`src/rtl/core/tdpt_pkg.sv`:
```
`timescale 1ns / 1ps

package tdpt_pkg;

  typedef enum logic [2:0] {
    S_IDLE,
    S_CHECK,
    S_DIV,
    S_TEST,
    S_DONE
  } tdpt_state_t;

  typedef struct packed {
    logic load;
    logic start_div;
    logic step_div;
    logic next_div;
    logic set_result;
    logic result_val;
  } tdpt_cmd_t;

  typedef struct packed {
    logic lt2;
    logic sq_gt;
    logic div_last;
    logic rem_zero;
  } tdpt_status_t;

endpackage

```
`src/rtl/core/tdpt_datapath.sv`:
```
`timescale 1ns / 1ps

module tdpt_datapath
  import tdpt_pkg::*;
#(
  parameter int NUM_WIDTH = 16
) (
  input  logic                 clk,
  input  logic [NUM_WIDTH-1:0] candidate,
  input  tdpt_cmd_t            cmd,
  output tdpt_status_t         status,
  output logic                 is_prime
);

  localparam int CNT_W = (NUM_WIDTH > 1) ? $clog2(NUM_WIDTH) : 1;

  logic [NUM_WIDTH-1:0] num;
  logic [NUM_WIDTH-1:0] div;
  logic [NUM_WIDTH+1:0] sq;
  logic [NUM_WIDTH-1:0] rem;
  logic [NUM_WIDTH-1:0] shreg;
  logic [CNT_W-1:0]     cnt;
  logic                 prime;

  logic [NUM_WIDTH:0]   trial;
  logic                 trial_ge;

  // restoring division, one quotient bit per cycle
  assign trial    = {rem, shreg[NUM_WIDTH-1]};
  assign trial_ge = trial >= {1'b0, div};

  always_ff @(posedge clk) begin
    if (cmd.load) begin
      num <= candidate;
      div <= NUM_WIDTH'(2);
      sq  <= (NUM_WIDTH+2)'(4);
    end
    if (cmd.start_div) begin
      rem   <= '0;
      shreg <= num;
      cnt   <= '0;
    end
    if (cmd.step_div) begin
      if (trial_ge) begin
        rem <= NUM_WIDTH'(trial - {1'b0, div});
      end else begin
        rem <= trial[NUM_WIDTH-1:0];
      end
      shreg <= {shreg[NUM_WIDTH-2:0], 1'b0};
      cnt   <= cnt + CNT_W'(1);
    end
    if (cmd.next_div) begin
      // (d+1)^2 = d^2 + 2d + 1
      sq  <= sq + {1'b0, div, 1'b1};
      div <= div + NUM_WIDTH'(1);
    end
    if (cmd.set_result) begin
      prime <= cmd.result_val;
    end
  end

  always_comb begin
    status.lt2      = num < NUM_WIDTH'(2);
    status.sq_gt    = sq > {2'b00, num};
    status.div_last = cnt == CNT_W'(NUM_WIDTH - 1);
    status.rem_zero = rem == '0;
  end

  assign is_prime = prime;

endmodule

```
`src/rtl/core/tdpt_controller.sv`:
```
`timescale 1ns / 1ps

module tdpt_controller
  import tdpt_pkg::*;
(
  input  logic         clk,
  input  logic         rst,
  input  logic         start,
  input  tdpt_status_t status,
  output tdpt_cmd_t    cmd,
  output logic         busy,
  output logic         done
);

  tdpt_state_t state;
  tdpt_state_t state_next;

  always_ff @(posedge clk) begin
    if (rst) begin
      state <= S_IDLE;
    end else begin
      state <= state_next;
    end
  end

  always_comb begin
    state_next = state;
    unique case (state)
      S_IDLE: begin
        if (start) state_next = S_CHECK;
      end
      S_CHECK: begin
        if (status.lt2 || status.sq_gt) state_next = S_DONE;
        else state_next = S_DIV;
      end
      S_DIV: begin
        if (status.div_last) state_next = S_TEST;
      end
      S_TEST: begin
        if (status.rem_zero) state_next = S_DONE;
        else state_next = S_CHECK;
      end
      S_DONE: begin
        state_next = S_IDLE;
      end
      default: state_next = S_IDLE;
    endcase
  end

  always_comb begin
    cmd  = '0;
    busy = 1'b1;
    done = 1'b0;
    unique case (state)
      S_IDLE: begin
        busy     = 1'b0;
        cmd.load = start;
      end
      S_CHECK: begin
        if (status.lt2) begin
          cmd.set_result = 1'b1;
          cmd.result_val = 1'b0;
        end else if (status.sq_gt) begin
          cmd.set_result = 1'b1;
          cmd.result_val = 1'b1;
        end else begin
          cmd.start_div = 1'b1;
        end
      end
      S_DIV: begin
        cmd.step_div = 1'b1;
      end
      S_TEST: begin
        if (status.rem_zero) begin
          cmd.set_result = 1'b1;
          cmd.result_val = 1'b0;
        end else begin
          cmd.next_div = 1'b1;
        end
      end
      S_DONE: begin
        done = 1'b1;
      end
      default: begin
        busy = 1'b1;
      end
    endcase
  end

`ifndef SYNTH
  a_start_check: assert property (@(posedge clk) disable iff (rst)
    (start && !busy) |=> (state == S_CHECK))
    else $error("request accepted but no check started");

  a_div_hold: assert property (@(posedge clk) disable iff (rst)
    (state == S_DIV && !status.div_last) |=> (state == S_DIV))
    else $error("division left early");

  a_done_idle: assert property (@(posedge clk) disable iff (rst)
    done |=> !busy && !done)
    else $error("result strobe not followed by idle");

  a_result_set: assert property (@(posedge clk) disable iff (rst)
    (state_next == S_DONE && state != S_DONE) |-> cmd.set_result)
    else $error("result not latched before strobe");
`endif

endmodule

```
`src/rtl/core/trial_division_prime_test_core.sv`:
```
`timescale 1ns / 1ps
// For candidates below 4 the check state goes straight to done; otherwise each divisor
// tried (at most floor(sqrt(candidate)) - 1 of them) passes through a check state, the
// bit-serial restoring divider and a test state, and the search stops at the first
// divisor that leaves no remainder or once the divisor squared exceeds the candidate.
// A new request is taken only in idle; busy stays high through done and
// the receiver cannot stall. rst (synchronous) returns to idle with nothing pending.

module trial_division_prime_test_core
  import tdpt_pkg::*;
#(
  parameter int NUM_WIDTH = 16
) (
  input  logic                 clk,
  input  logic                 rst,
  input  logic                 start,
  input  logic [NUM_WIDTH-1:0] candidate,
  output logic                 busy,
  output logic                 done,
  output logic                 is_prime
);

  tdpt_cmd_t    cmd;
  tdpt_status_t status;

  tdpt_controller u_ctrl (
    .clk    (clk),
    .rst    (rst),
    .start  (start),
    .status (status),
    .cmd    (cmd),
    .busy   (busy),
    .done   (done)
  );

  tdpt_datapath #(
    .NUM_WIDTH (NUM_WIDTH)
  ) u_dp (
    .clk       (clk),
    .candidate (candidate),
    .cmd       (cmd),
    .status    (status),
    .is_prime  (is_prime)
  );

endmodule

```
`config.mk`:
```
export PLATFORM = sky130hd
export DESIGN_NAME = trial_division_prime_test_core
export DESIGN_NICKNAME = d
export VERILOG_FILES = /design/src/rtl/core/tdpt_pkg.sv /design/src/rtl/core/tdpt_datapath.sv /design/src/rtl/core/tdpt_controller.sv /design/src/rtl/core/trial_division_prime_test_core.sv
export SDC_FILE = /design/constraint.sdc
export NUM_CORES = 1
export LEC_CHECK = 0
export BUFFER_PORTS_ARGS = -buffer_cell sky130_fd_sc_hd__buf_4
export CAP_MARGIN = 20
export CORE_ASPECT_RATIO = 0.9
export CORE_MARGIN = 4
export CORE_UTILIZATION = 35
export DETAILED_ROUTE_END_ITERATION = 8
export PLACE_DENSITY = 0.58
export SYNTH_ARGS = -nofsm -noshare
export SYNTH_HDL_FRONTEND = slang
export SYNTH_SLANG_ARGS = --single-unit
```
`constraint.sdc`:
```
create_clock -name clk -period 5.5 [get_ports clk]
set_input_delay 0.275 -clock clk [delete_from_list [all_inputs] [get_ports clk]]
set_output_delay 0.275 -clock clk [all_outputs]
set_load 0.1 [all_outputs]
```
**Word level (Yosys, flattened, before mapping)**

Index checks and enable logic that the tools add are counted.

- Register bits: 90
- Logic and storage cells: 58

- Add/sub/neg operators: 4
- Magnitude comparators: 3
- Equality and inequality tests: 7
- Multiplexer cells: 29
- Reduce and logical (&&, ||, !) cells: 6

Operators by type and width:

| operator | count |
|---|---|
| 2-to-1 mux 16 bit | 7 |
| 2-to-1 mux 18 bit | 2 |
| adder 18 x 17 -> 18 bit | 1 |
| > comparator 18 x 16 -> 1 bit | 1 |
| >= comparator 17 x 16 -> 1 bit | 1 |
| adder 16 x 1 -> 16 bit (second input constant) | 1 |
| zero test 16 bit | 1 |
| less-than comparator 16 x 2 -> 1 bit (second input constant) | 1 |
| subtractor 16 bit | 1 |
| 2-to-1 mux 3 bit | 4 |
| one-hot mux 3 bit (4 select lines) | 1 |
| 2-to-1 mux 1 bit | 9 |
| 2-to-1 mux 4 bit | 2 |
| == test 3 x 2 -> 1 bit (second input constant) | 2 |
| 2-to-1 mux 2 bit | 3 |
| adder 4 x 1 -> 4 bit (second input constant) | 1 |
| == test 4 bit (second input constant) | 1 |
| != test 2 bit (second input constant) | 2 |
| one-hot mux 2 bit (2 select lines) | 1 |
| nonzero test 2 bit | 2 |
| == test 3 x 1 -> 1 bit (second input constant) | 1 |
| == test 3 bit (second input constant) | 1 |
| zero test 3 bit | 1 |
| AND reduction 2 bit | 1 |
| logical OR 1 bit | 1 |

**Longest topological paths before layout**

Gate-level depths: netlist of run 1.

- Word-level depth: 6
- Mapped depth: 10
- Mapped depth without buffers: 10

**Modules after synthesis**

Synthesis of run 1 repeated with hierarchy kept, for this count alone.

- Cell total of the unflattened synthesis: 593
- Area total of the unflattened synthesis: 6,013.3 µm²

By module, submodules not included:

| module | instances | cells an instance | area an instance (µm²) |
|---|---|---|---|
| tdpt_datapath | 1 | 568 | 5,776.8 |
| tdpt_controller | 1 | 25 | 236.5 |

**Worst setup path before layout of run 1**

No wires, ideal clock.

- Path kind: register to register
- Start point: register u_ctrl.state[1]
- End point: register u_dp.div[0] (enable)
- Data arrival time: 3.839 ns
- Required time: 5.028 ns
- Setup slack: 1.188 ns
- Cell stages (with the launch flop): 4
- Buffers on the path: 1
- Clock period less this slack: 4.312 ns
- Path through: dfxtp_1 clkbuf_1 or3_1 o21ai_0

- Longest elaborated chain between the ends: 3

RTL lines:

| item | line | RTL |
|---|---|---|
| start, declared | tdpt_controller.sv:15 | `tdpt_state_t state;` |
| start signal, assigned | tdpt_controller.sv:22 | `state <= state_next;` |
| == test 3 x 2 -> 1 bit / zero test 3 bit (equally long branches) | tdpt_controller.sv:54 | `unique case (state)` |
| 2-to-1 mux 1 bit | tdpt_controller.sv:54 |  |
| nonzero test 2 bit (no source line) (*) | -- |  |
| end signal, assigned | tdpt_datapath.sv:55 | `div <= div + NUM_WIDTH'(1);` |
| end, declared | tdpt_datapath.sv:18 | `logic [NUM_WIDTH-1:0] div;` |

Mark *: on every way between the ends. The rest lies on a longest branch, timed or not.
A chain may end at the register's enable or synchronous reset.

**Worst setup path after layout of run 1**

- Start point: register u_dp.div[1]
- End point: register u_dp.rem[2] (data pin)

- Longest elaborated chain between the ends: 3

RTL lines:

| item | line | RTL |
|---|---|---|
| subtractor 16 bit / >= comparator 17 x 16 -> 1 bit (equally long branches) | tdpt_datapath.sv:45, tdpt_datapath.sv:30 |  |
| 2-to-1 mux 16 bit (*) | tdpt_datapath.sv:44 | `if (trial_ge) begin` |
| 2-to-1 mux 16 bit (*) | tdpt_datapath.sv:43 | `if (cmd.step_div) begin` |
| end signal, assigned | tdpt_datapath.sv:45 | `rem <= NUM_WIDTH'(trial - {1'b0, div});` |
| end signal, assigned | tdpt_datapath.sv:47 | `rem <= trial[NUM_WIDTH-1:0];` |
| end, declared | tdpt_datapath.sv:20 | `logic [NUM_WIDTH-1:0] rem;` |

Marked as above.

==> flow_summary.toml, run 1 <==
[clocking]
cts_tree = "yes"
root_buffer = "clkbuf_16"
clock_path_buffers = 2
post-cts-setup-buffers = 0
post_cts.resized_instances = 0
clk_latency_ns = 0.35
clk_pin_slew_ns = 0.06
htreeDepth = 3
cts_num_sinks = 90
ctsHoldBuffers = 0
cts_made_buffers = 9

[detailed_routing]
first_iter_violations = 241
ant_nets = 0
num_vias = 4236
dr.pass1.iters = 4
routedWlPerCell_um = 17.0
viasPerCell = 5.43
drc = 0
drt_wl_total_um = 13200

[synth]
ys_ff_latch = 90
avgSynthCellArea_um2 = 10.6
synth-simple-area-share_pct = 14.9
synth-xor-area-share_pct = 5.30
synth_area_um2 = 5780
syn_inst = 547
synth_top_flop_cell = "edfxtp_1"
synth_cell_types = 65
synth_edf_count = 86
synth_top_family_by_area = "compound AO/OA/AOI/OAI gates"
synth_compound_area_share_pct = 15.8
syn_nets = 618
async_flop_share_pct = 0
ys_warn_count = 0
synthMuxAreaShare_pct = 2.10
yosys.area_share.adder_pct = 11.5
synth_seq_area_share_pct = 46.1

[critical_path]
ff2ff_path_depth = 9
worstPathMaxFanout = 20
cp-start-kind = "flip-flop"
cp-startpoint = "u_dp.div[1]"
critical_path_class = "reg2reg"
worstPathRequired_ns = 5.57
reg2reg_from = "u_dp.div[1]"
cp-end-kind = "flip-flop"
crit_arrival_ns = 3.30

[finish]
nets = 640
antennaDiodeCount = 0
area_growth_pct = 11.7
drive_gt1_share_pct = 9.08
layout_common_cells = "86 x edfxtp_1, 63 x nor2_1, 50 x ha_1, 46 x inv_1, 27 x a21oi_1"
final_common_cell = "edfxtp_1"

[global_routing]
grt_pass1_vias = 4229
grt_use_total_pct = 15.1
antenna_found_initial = 0
grt_max_degree = 40
grt_pass1_wl_um = 22300
grt_overflow_total = 0

[timing]
rsz0062_at_grt = "false"
max_freq_ghz = 0.310
final.setup.tns_ns = 0
relSlewSlack_pct = 29.9
min_period_ns = 3.23
fin_worst_skew_ns = 0.00894
setup_violations = 0
tightest_slew_ns = 1.05
slew_violations = 0
hold_ws_ns = 0.0874
hold_viol_final = 0
finalCritPeriodShare_pct = 58.7

[pwr]
power.density_nw_per_um2 = 329
ir_drop_mv = 0.167
p_leak_nw = 2.52

[run]
drv_cap = 0

[floorplan]
die_h_um = 130
die_w_um = 143
rows = 44
initial_utilization_pct = 35.7
dieArea_um2 = 18600
ios = 22
core_area_um2 = 16200

[placement]
gp_congestion = 0.852
place_hpwl_um = 9960
io_buffers = 21

[worst_hold_path]
hold_path.startpoint = "rst"
hold_depth = 2
holdCritPathClass = "in2reg"

[outcome]
status = "completed"
[stage by stage]
step           instance area [µm²]  worst slack, ns  instances  utilization, %  total power (W)
3_3_place_gp                  6160             2.31        764            38.0          0.00152
4_1_cts                       6430             2.21        779            39.8          0.00213
2_1_floorplan                 5780             1.19        547               -          0.00138
3_5_place_dp                  6160             2.23        764            38.0          0.00154
6_report                      6450             2.27        780            39.9          0.00212
5_1_grt                       6450             1.97        780            39.9          0.00225
[cells in the mapped netlist (4+ instances only)]
cell,count,area (µm²)
ha_1,50,626
edfxtp_1,86,2580
a211o_1,5,43.8
o211ai_1,4,30.0
a22o_1,15,131
xnor2_1,24,210
nor3b_1,4,30.0
nand2b_1,7,43.8
nor3_1,14,70.1
nor4_1,10,62.6
and4_1,4,35.0
clkbuf_1,7,26.3
or3_1,4,25.0
nor2b_1,4,25.0
a21oi_1,27,135
nand4_1,8,50.1
a21o_1,11,82.6
dfxtp_1,4,80.1
nand2_1,20,75.1
o21a_1,8,60.1
inv_1,46,173
xor2_1,11,96.3
mux2i_1,11,110
a31oi_1,7,43.8
o21ai_0,18,90.1
nand3_1,17,85.1
nor2_1,63,236
[flip-flops by register name, indices dropped and copies added (netlist names)]
name           count
u_dp.sq           18
u_dp.div          16
u_dp.num          16
u_dp.rem          16
u_dp.shreg        16
u_dp.cnt           4
u_ctrl.state       3
u_dp.is_prime      1
[layer usage]
| metal | up-vias | part of all wire [%] | global-route usage (%) |
|---|---|---|---|
| met3 | 15 | 3.9 | 3.15 |
| li1 | 2093 | - | - |
| met1 | 2064 | 48 | 21.1 |
| met5 | - | 0 | 0 |
| met4 | 0 | 1.1 | 3.88 |
| met2 | 64 | 47 | 24.0 |
[worst max-delay path, stage by stage (launching register included)]
cell and delay (ns):
edfxtp_1 0.50, inv_1 0.10, ha_1 0.31, nor2b_1 0.17, o2111ai_1 0.15, nand3b_1 0.19, a31oi_1 0.25, o31ai_4 0.94
mux2i_1 0.28, nor2_1 0.05
[final cells by class]
type	instances	area, µm²
clock buffers	10	239
repair buffers	24	193
multi-input cells	398	2890
well taps	207	259
flip-flops and latches	90	2660
inverters	46	173
clock inverters	5	37.5
fillers	1597	9730
[report_power, final]
group | leakage (nW) | internal (W) | switching [W] | total (W)
Sequential | 0.858 | 0.000849 | 0.0000689 | 0.000917
Clock | 0.131 | 0.000319 | 0.000275 | 0.000594
Combinational | 1.53 | 0.000245 | 0.000368 | 0.000613
[cell families after synthesis]
kind of cell / Yosys count
AO/OA/AOI/OAI: 127
XOR/XNOR: 35
adder cells (fa/ha/maj): 52
buffers and inverters: 59
flip-flops: 90
multiplexers: 12
AND/OR/NAND/NOR: 172
[worst paths after layout]
path         slack, ns               to
max               2.27      u_dp.rem[2]
min               0.09  u_ctrl.state[1]
min reg2reg       0.51    u_dp.shreg[0]
max reg2reg       2.27      u_dp.rem[2]
Power figures use the tool's default switching activity.
==> run 2, diff against run 1 <==
- clock period: 5.5 -> 3.35 ns (I/O delays scaled with it)
==> flow_summary.toml, run 2 (synthesis gave the netlist of run 1 again) <==
[clocking]
root_buffer = "clkbuf_16"
clock_path_buffers = 2
cts_num_sinks = 90
htreeDepth = 3
clk_latency_ns = 0.35
post_cts.resized_instances = 0
clk_pin_slew_ns = 0.07
cts_tree = "yes"
cts_made_buffers = 9

[detailed_routing]
drt_wl_total_um = 13700
first_iter_violations = 284
ant_nets = 0
drc = 0
routedWlPerCell_um = 17.0
viasPerCell = 5.43
num_vias = 4375
dr.pass1.iters = 5

[critical_path]
crit_arrival_ns = 3.17
cp-start-kind = "flip-flop"
ff2ff_path_depth = 8
critical_path_class = "reg2reg"
worstPathMaxFanout = 10
worstPathRequired_ns = 3.53
cp-end-kind = "flip-flop"

[pwr]
pwr-share-comb_pct = 28.7
clockPowerShare_pct = 29.5
ir_drop_mv = 0.247
power.total_w = 0.00360
p_sw_share_pct = 33.4
p_seq_share_pct = 41.8
switchingPower_w = 0.00120
power.density_nw_per_um2 = 538
p_int_w = 0.00240
p_leak_nw = 2.63

[timing]
setup_ws_ns = 0.358
finalCritPeriodShare_pct = 89.3
hold_ws_ns = 0.336
final.setup.tns_ns = 0
max_freq_ghz = 0.334
fin_worst_skew_ns = 0.00802
hold_viol_final = 0
rsz0062_at_grt = "false"
setup_violations = 0
relSlewSlack_pct = 40.9
tightest_slew_ns = 0.881
slew_violations = 0
min_period_ns = 2.99

[placement]
io_buffers = 21
gp_congestion = 0.884
pre_cts_ws_ns = 0.254
place_hpwl_um = 10100

[finish]
seqCellArea_um2 = 2660
layout_common_cells = "86 x edfxtp_1, 63 x nor2_1, 50 x ha_1, 46 x inv_1, 30 x buf_4"
drive_gt1_share_pct = 9.87
final.fill_count = 1592
nets = 664
largest_reg_flops = 18
multiInputGateArea_um2 = 2900
largest_register = "u_dp.sq"
antennaDiodeCount = 0
area_growth_pct = 15.8
final_common_cell = "edfxtp_1"
fin_util_pct = 41.4

[global_routing]
grt_overflow_total = 0
grt_pass1_vias = 4297
grt_use_total_pct = 15.2
grt_pass1_wl_um = 22200
grt_max_degree = 35
antenna_found_initial = 0

[run]
drv_cap = 0

[floorplan]
die_w_um = 143
ios = 22
initial_utilization_pct = 35.7
rows = 44
dieArea_um2 = 18600
core_area_um2 = 16200
die_h_um = 130

[worst_hold_path]
holdCritPathClass = "in2reg"
hold_depth = 5

[outcome]
status = "completed"
run 2: worst max-delay path, cell delays in order, from the launching register on:
cell and delay, ns:
edfxtp_1 0.45, ha_1 0.34, nor2b_1 0.18, o2111ai_1 0.16, nand3b_1 0.19, a31oi_1 0.29, o31ai_2 0.85, nor2_1 0.11
a211oi_2 0.24
run 2: routing by layer:
| layer | wire length, µm | vias to the layer above | GRT usage, % |
|---|---|---|---|
| li1 | - | 2151 | - |
| met1 | 6620 | 2122 | 21.0 |
| met2 | 6370 | 79 | 23.6 |
| met3 | 381 | 23 | 3.26 |
| met4 | 301 | 0 | 5.43 |
| met5 | 0 | - | 0 |
run 2: power groups by stage:
stage / Clock [W] / Sequential (W) / Combinational, W
3_3_place_gp: 0 / 0.00153 / 0.000981
2_1_floorplan: 0 / 0.00149 / 0.000777
4_1_cts: 0.00108 / 0.00150 / 0.00102
5_1_grt: 0.00113 / 0.00152 / 0.00115
3_5_place_dp: 0 / 0.00153 / 0.00100
6_report: 0.00106 / 0.00151 / 0.00103
run 2: cell type report:
cell class	instances	area share, %
tap	207	3.87
timing repair buffer	47	5.91
clock inverter	6	1.08
multi-input combinational	399	43.4
inverter	46	2.58
sequential	90	39.8
clock buffer	10	3.42
run 2: per-stage QoR:
step / cells / cell area [µm²]
after floorplan: 547 / 5790
after global placement: 771 / 6210
after detailed placement: 771 / 6210
after CTS: 804 / 6680
after global routing: 805 / 6700
final: 805 / 6700
run 2: repair_timing:
item	4_1_cts	5_1_grt
setup endpoints to repair	0	3
endpoints found under the hold margin	17	0
setup buffers	0	0
hold buffers	17	0
run 2: path summary, 6_finish.rpt:
path	start	end	slack, ns
max	u_dp.rem[0]	u_dp.rem[12]	0.36
min reg2reg	u_dp.shreg[0]	u_dp.shreg[0]	0.51
max reg2reg	u_dp.rem[0]	u_dp.rem[12]	0.36
min	start	u_ctrl.state[0]	0.34
==> run 3, diff against run 2 <==
- PLACE_DENSITY: 0.58 -> 0.55
==> flow_summary.toml, run 3 (synthesis gave the netlist of run 1 again) <==
[finish]
antennaDiodeCount = 0
largest_register = "u_dp.sq"
layout_common_cells = "86 x edfxtp_1, 63 x nor2_1, 50 x ha_1, 46 x inv_1, 31 x buf_4"
drive_gt1_share_pct = 9.87
area_growth_pct = 15.9
largest_reg_flops = 18
nets = 664
stdcell_count = 805
final_common_cell = "edfxtp_1"

[detailed_routing]
drc = 0
highest_layer = "met4"
wl_met1_um = 6510
viasPerCell = 5.33
dr.pass1.iters = 5
dr_wl_met2_um = 6130
ant_nets = 0
met3WireLength_um = 431
routedWlPerCell_um = 16.5
first_iter_violations = 237
drt_wl_total_um = 13300
num_vias = 4290

[critical_path]
crit_slowest_cell = "o31ai_4"
critical_path_buf_inv_count = 0
crit_cells = 8
ff2ff_path_depth = 8
cp-end-kind = "flip-flop"
worstPathMaxFanout = 20
crit_family = "compound AO/OA/AOI/OAI gates"
cp_cell_sequence = "ha_1, nor2b_1, o2111ai_1, nand3b_1, a31oi_1, o31ai_4, mux2i_1, nor2_1"
worstPathRequired_ns = 3.42
critical_path_class = "reg2reg"
crit_arrival_ns = 3.08
slowest_delay_ns = 0.91
cp-start-kind = "flip-flop"

[floorplan]
die_h_um = 130
ios = 22
initial_utilization_pct = 35.7
core_area_um2 = 16200
die_w_um = 143
dieArea_um2 = 18600
rows = 44

[timing]
slew_violations = 0
setup_ws_ns = 0.344
finalCritPeriodShare_pct = 89.7
setup_violations = 0
fin_worst_skew_ns = 0.00518
max_freq_ghz = 0.333
final.setup.tns_ns = 0
tightest_slew_ns = 1.05
rsz0062_at_grt = "false"
hold_ws_ns = 0.354
relSlewSlack_pct = 29.8
min_period_ns = 3.01
hold_viol_final = 0

[clocking]
cts_num_sinks = 90
cts_tree = "yes"
clk_pin_slew_ns = 0.07
post-cts-setup-buffers = 0
root_buffer = "clkbuf_16"
htreeDepth = 3
cts_made_buffers = 9
clock_path_buffers = 2
clk_latency_ns = 0.34

[global_routing]
grt_max_degree = 35
grt_pass1_vias = 4194
grt_overflow_total = 0
grt_use_total_pct = 14.7
antenna_found_initial = 0
grt_pass1_wl_um = 21600

[pwr]
p_seq_share_pct = 42.0
p_leak_nw = 2.64
pwr-share-comb_pct = 28.9
p_sw_share_pct = 32.7
power.total_w = 0.00357
ir_drop_mv = 0.353
p_int_w = 0.00240
clockPowerShare_pct = 29.1
power.density_nw_per_um2 = 533
switchingPower_w = 0.00117

[worst_hold_path]
hold_depth = 5
holdCritPathClass = "in2reg"

[placement]
place_hpwl_um = 10100
dp.cells = 772
io_buffers = 21
pre_cts_ws_ns = 0.389
gp_congestion = 0.845

[run]
drv_cap = 0

[outcome]
status = "completed"
-- run 3: final cells by class --
cell class	instances	area [µm²]
Clock buffer	10	229
Clock inverter	6	73.8
Fill cell	1547	9490
Inverter	46	173
Multi-Input combinational cell	398	2900
Sequential cell	90	2660
Tap cell	207	259
Timing Repair Buffer	48	403
-- run 3: through the flow --
step | utilization, % | cell area (µm²)
final | 41.4 | 6700
after global routing | 41.4 | 6700
after CTS | 41.4 | 6700
after detailed placement | 38.5 | 6230
after global placement | 38.5 | 6230
after floorplan | - | 5790
-- run 3: worst paths after layout --
path,from,end,slack [ns]
max,u_dp.rem[0],u_dp.rem[2],0.34
min,start,u_ctrl.state[0],0.35
max reg2reg,u_dp.rem[0],u_dp.rem[2],0.34
min reg2reg,u_dp.shreg[0],u_dp.shreg[0],0.51
-- run 3: worst min-delay path, stage by stage --
cell and delay [ns]:
buf_4 0.08, inv_1 0.07, o21ai_0 0.13, o21ai_0 0.10, a21oi_1 0.12
-- run 3: power groups by stage --
stage / clock (W) / sequential (W) / combinational (W)
global placement: 0 / 0.00152 / 0.000993
floorplan: 0 / 0.00149 / 0.000777
finish: 0.00104 / 0.00150 / 0.00103
global route: 0.00111 / 0.00151 / 0.00115
CTS: 0.00107 / 0.00150 / 0.00103
detailed placement: 0 / 0.00153 / 0.00101
-- run 3: repair_timing --
action                                 CTS  global route
endpoints found under the hold margin   17             0
gates resized for setup                  0             0
hold buffers                            17             0
-- run 3: routing by layer --
layer | global-route usage (%) | vias to the layer above
li1 | - | 2153
met1 | 20.7 | 2052
met2 | 23.2 | 68
met3 | 2.86 | 17
met4 | 4.32 | 0
met5 | 0 | -
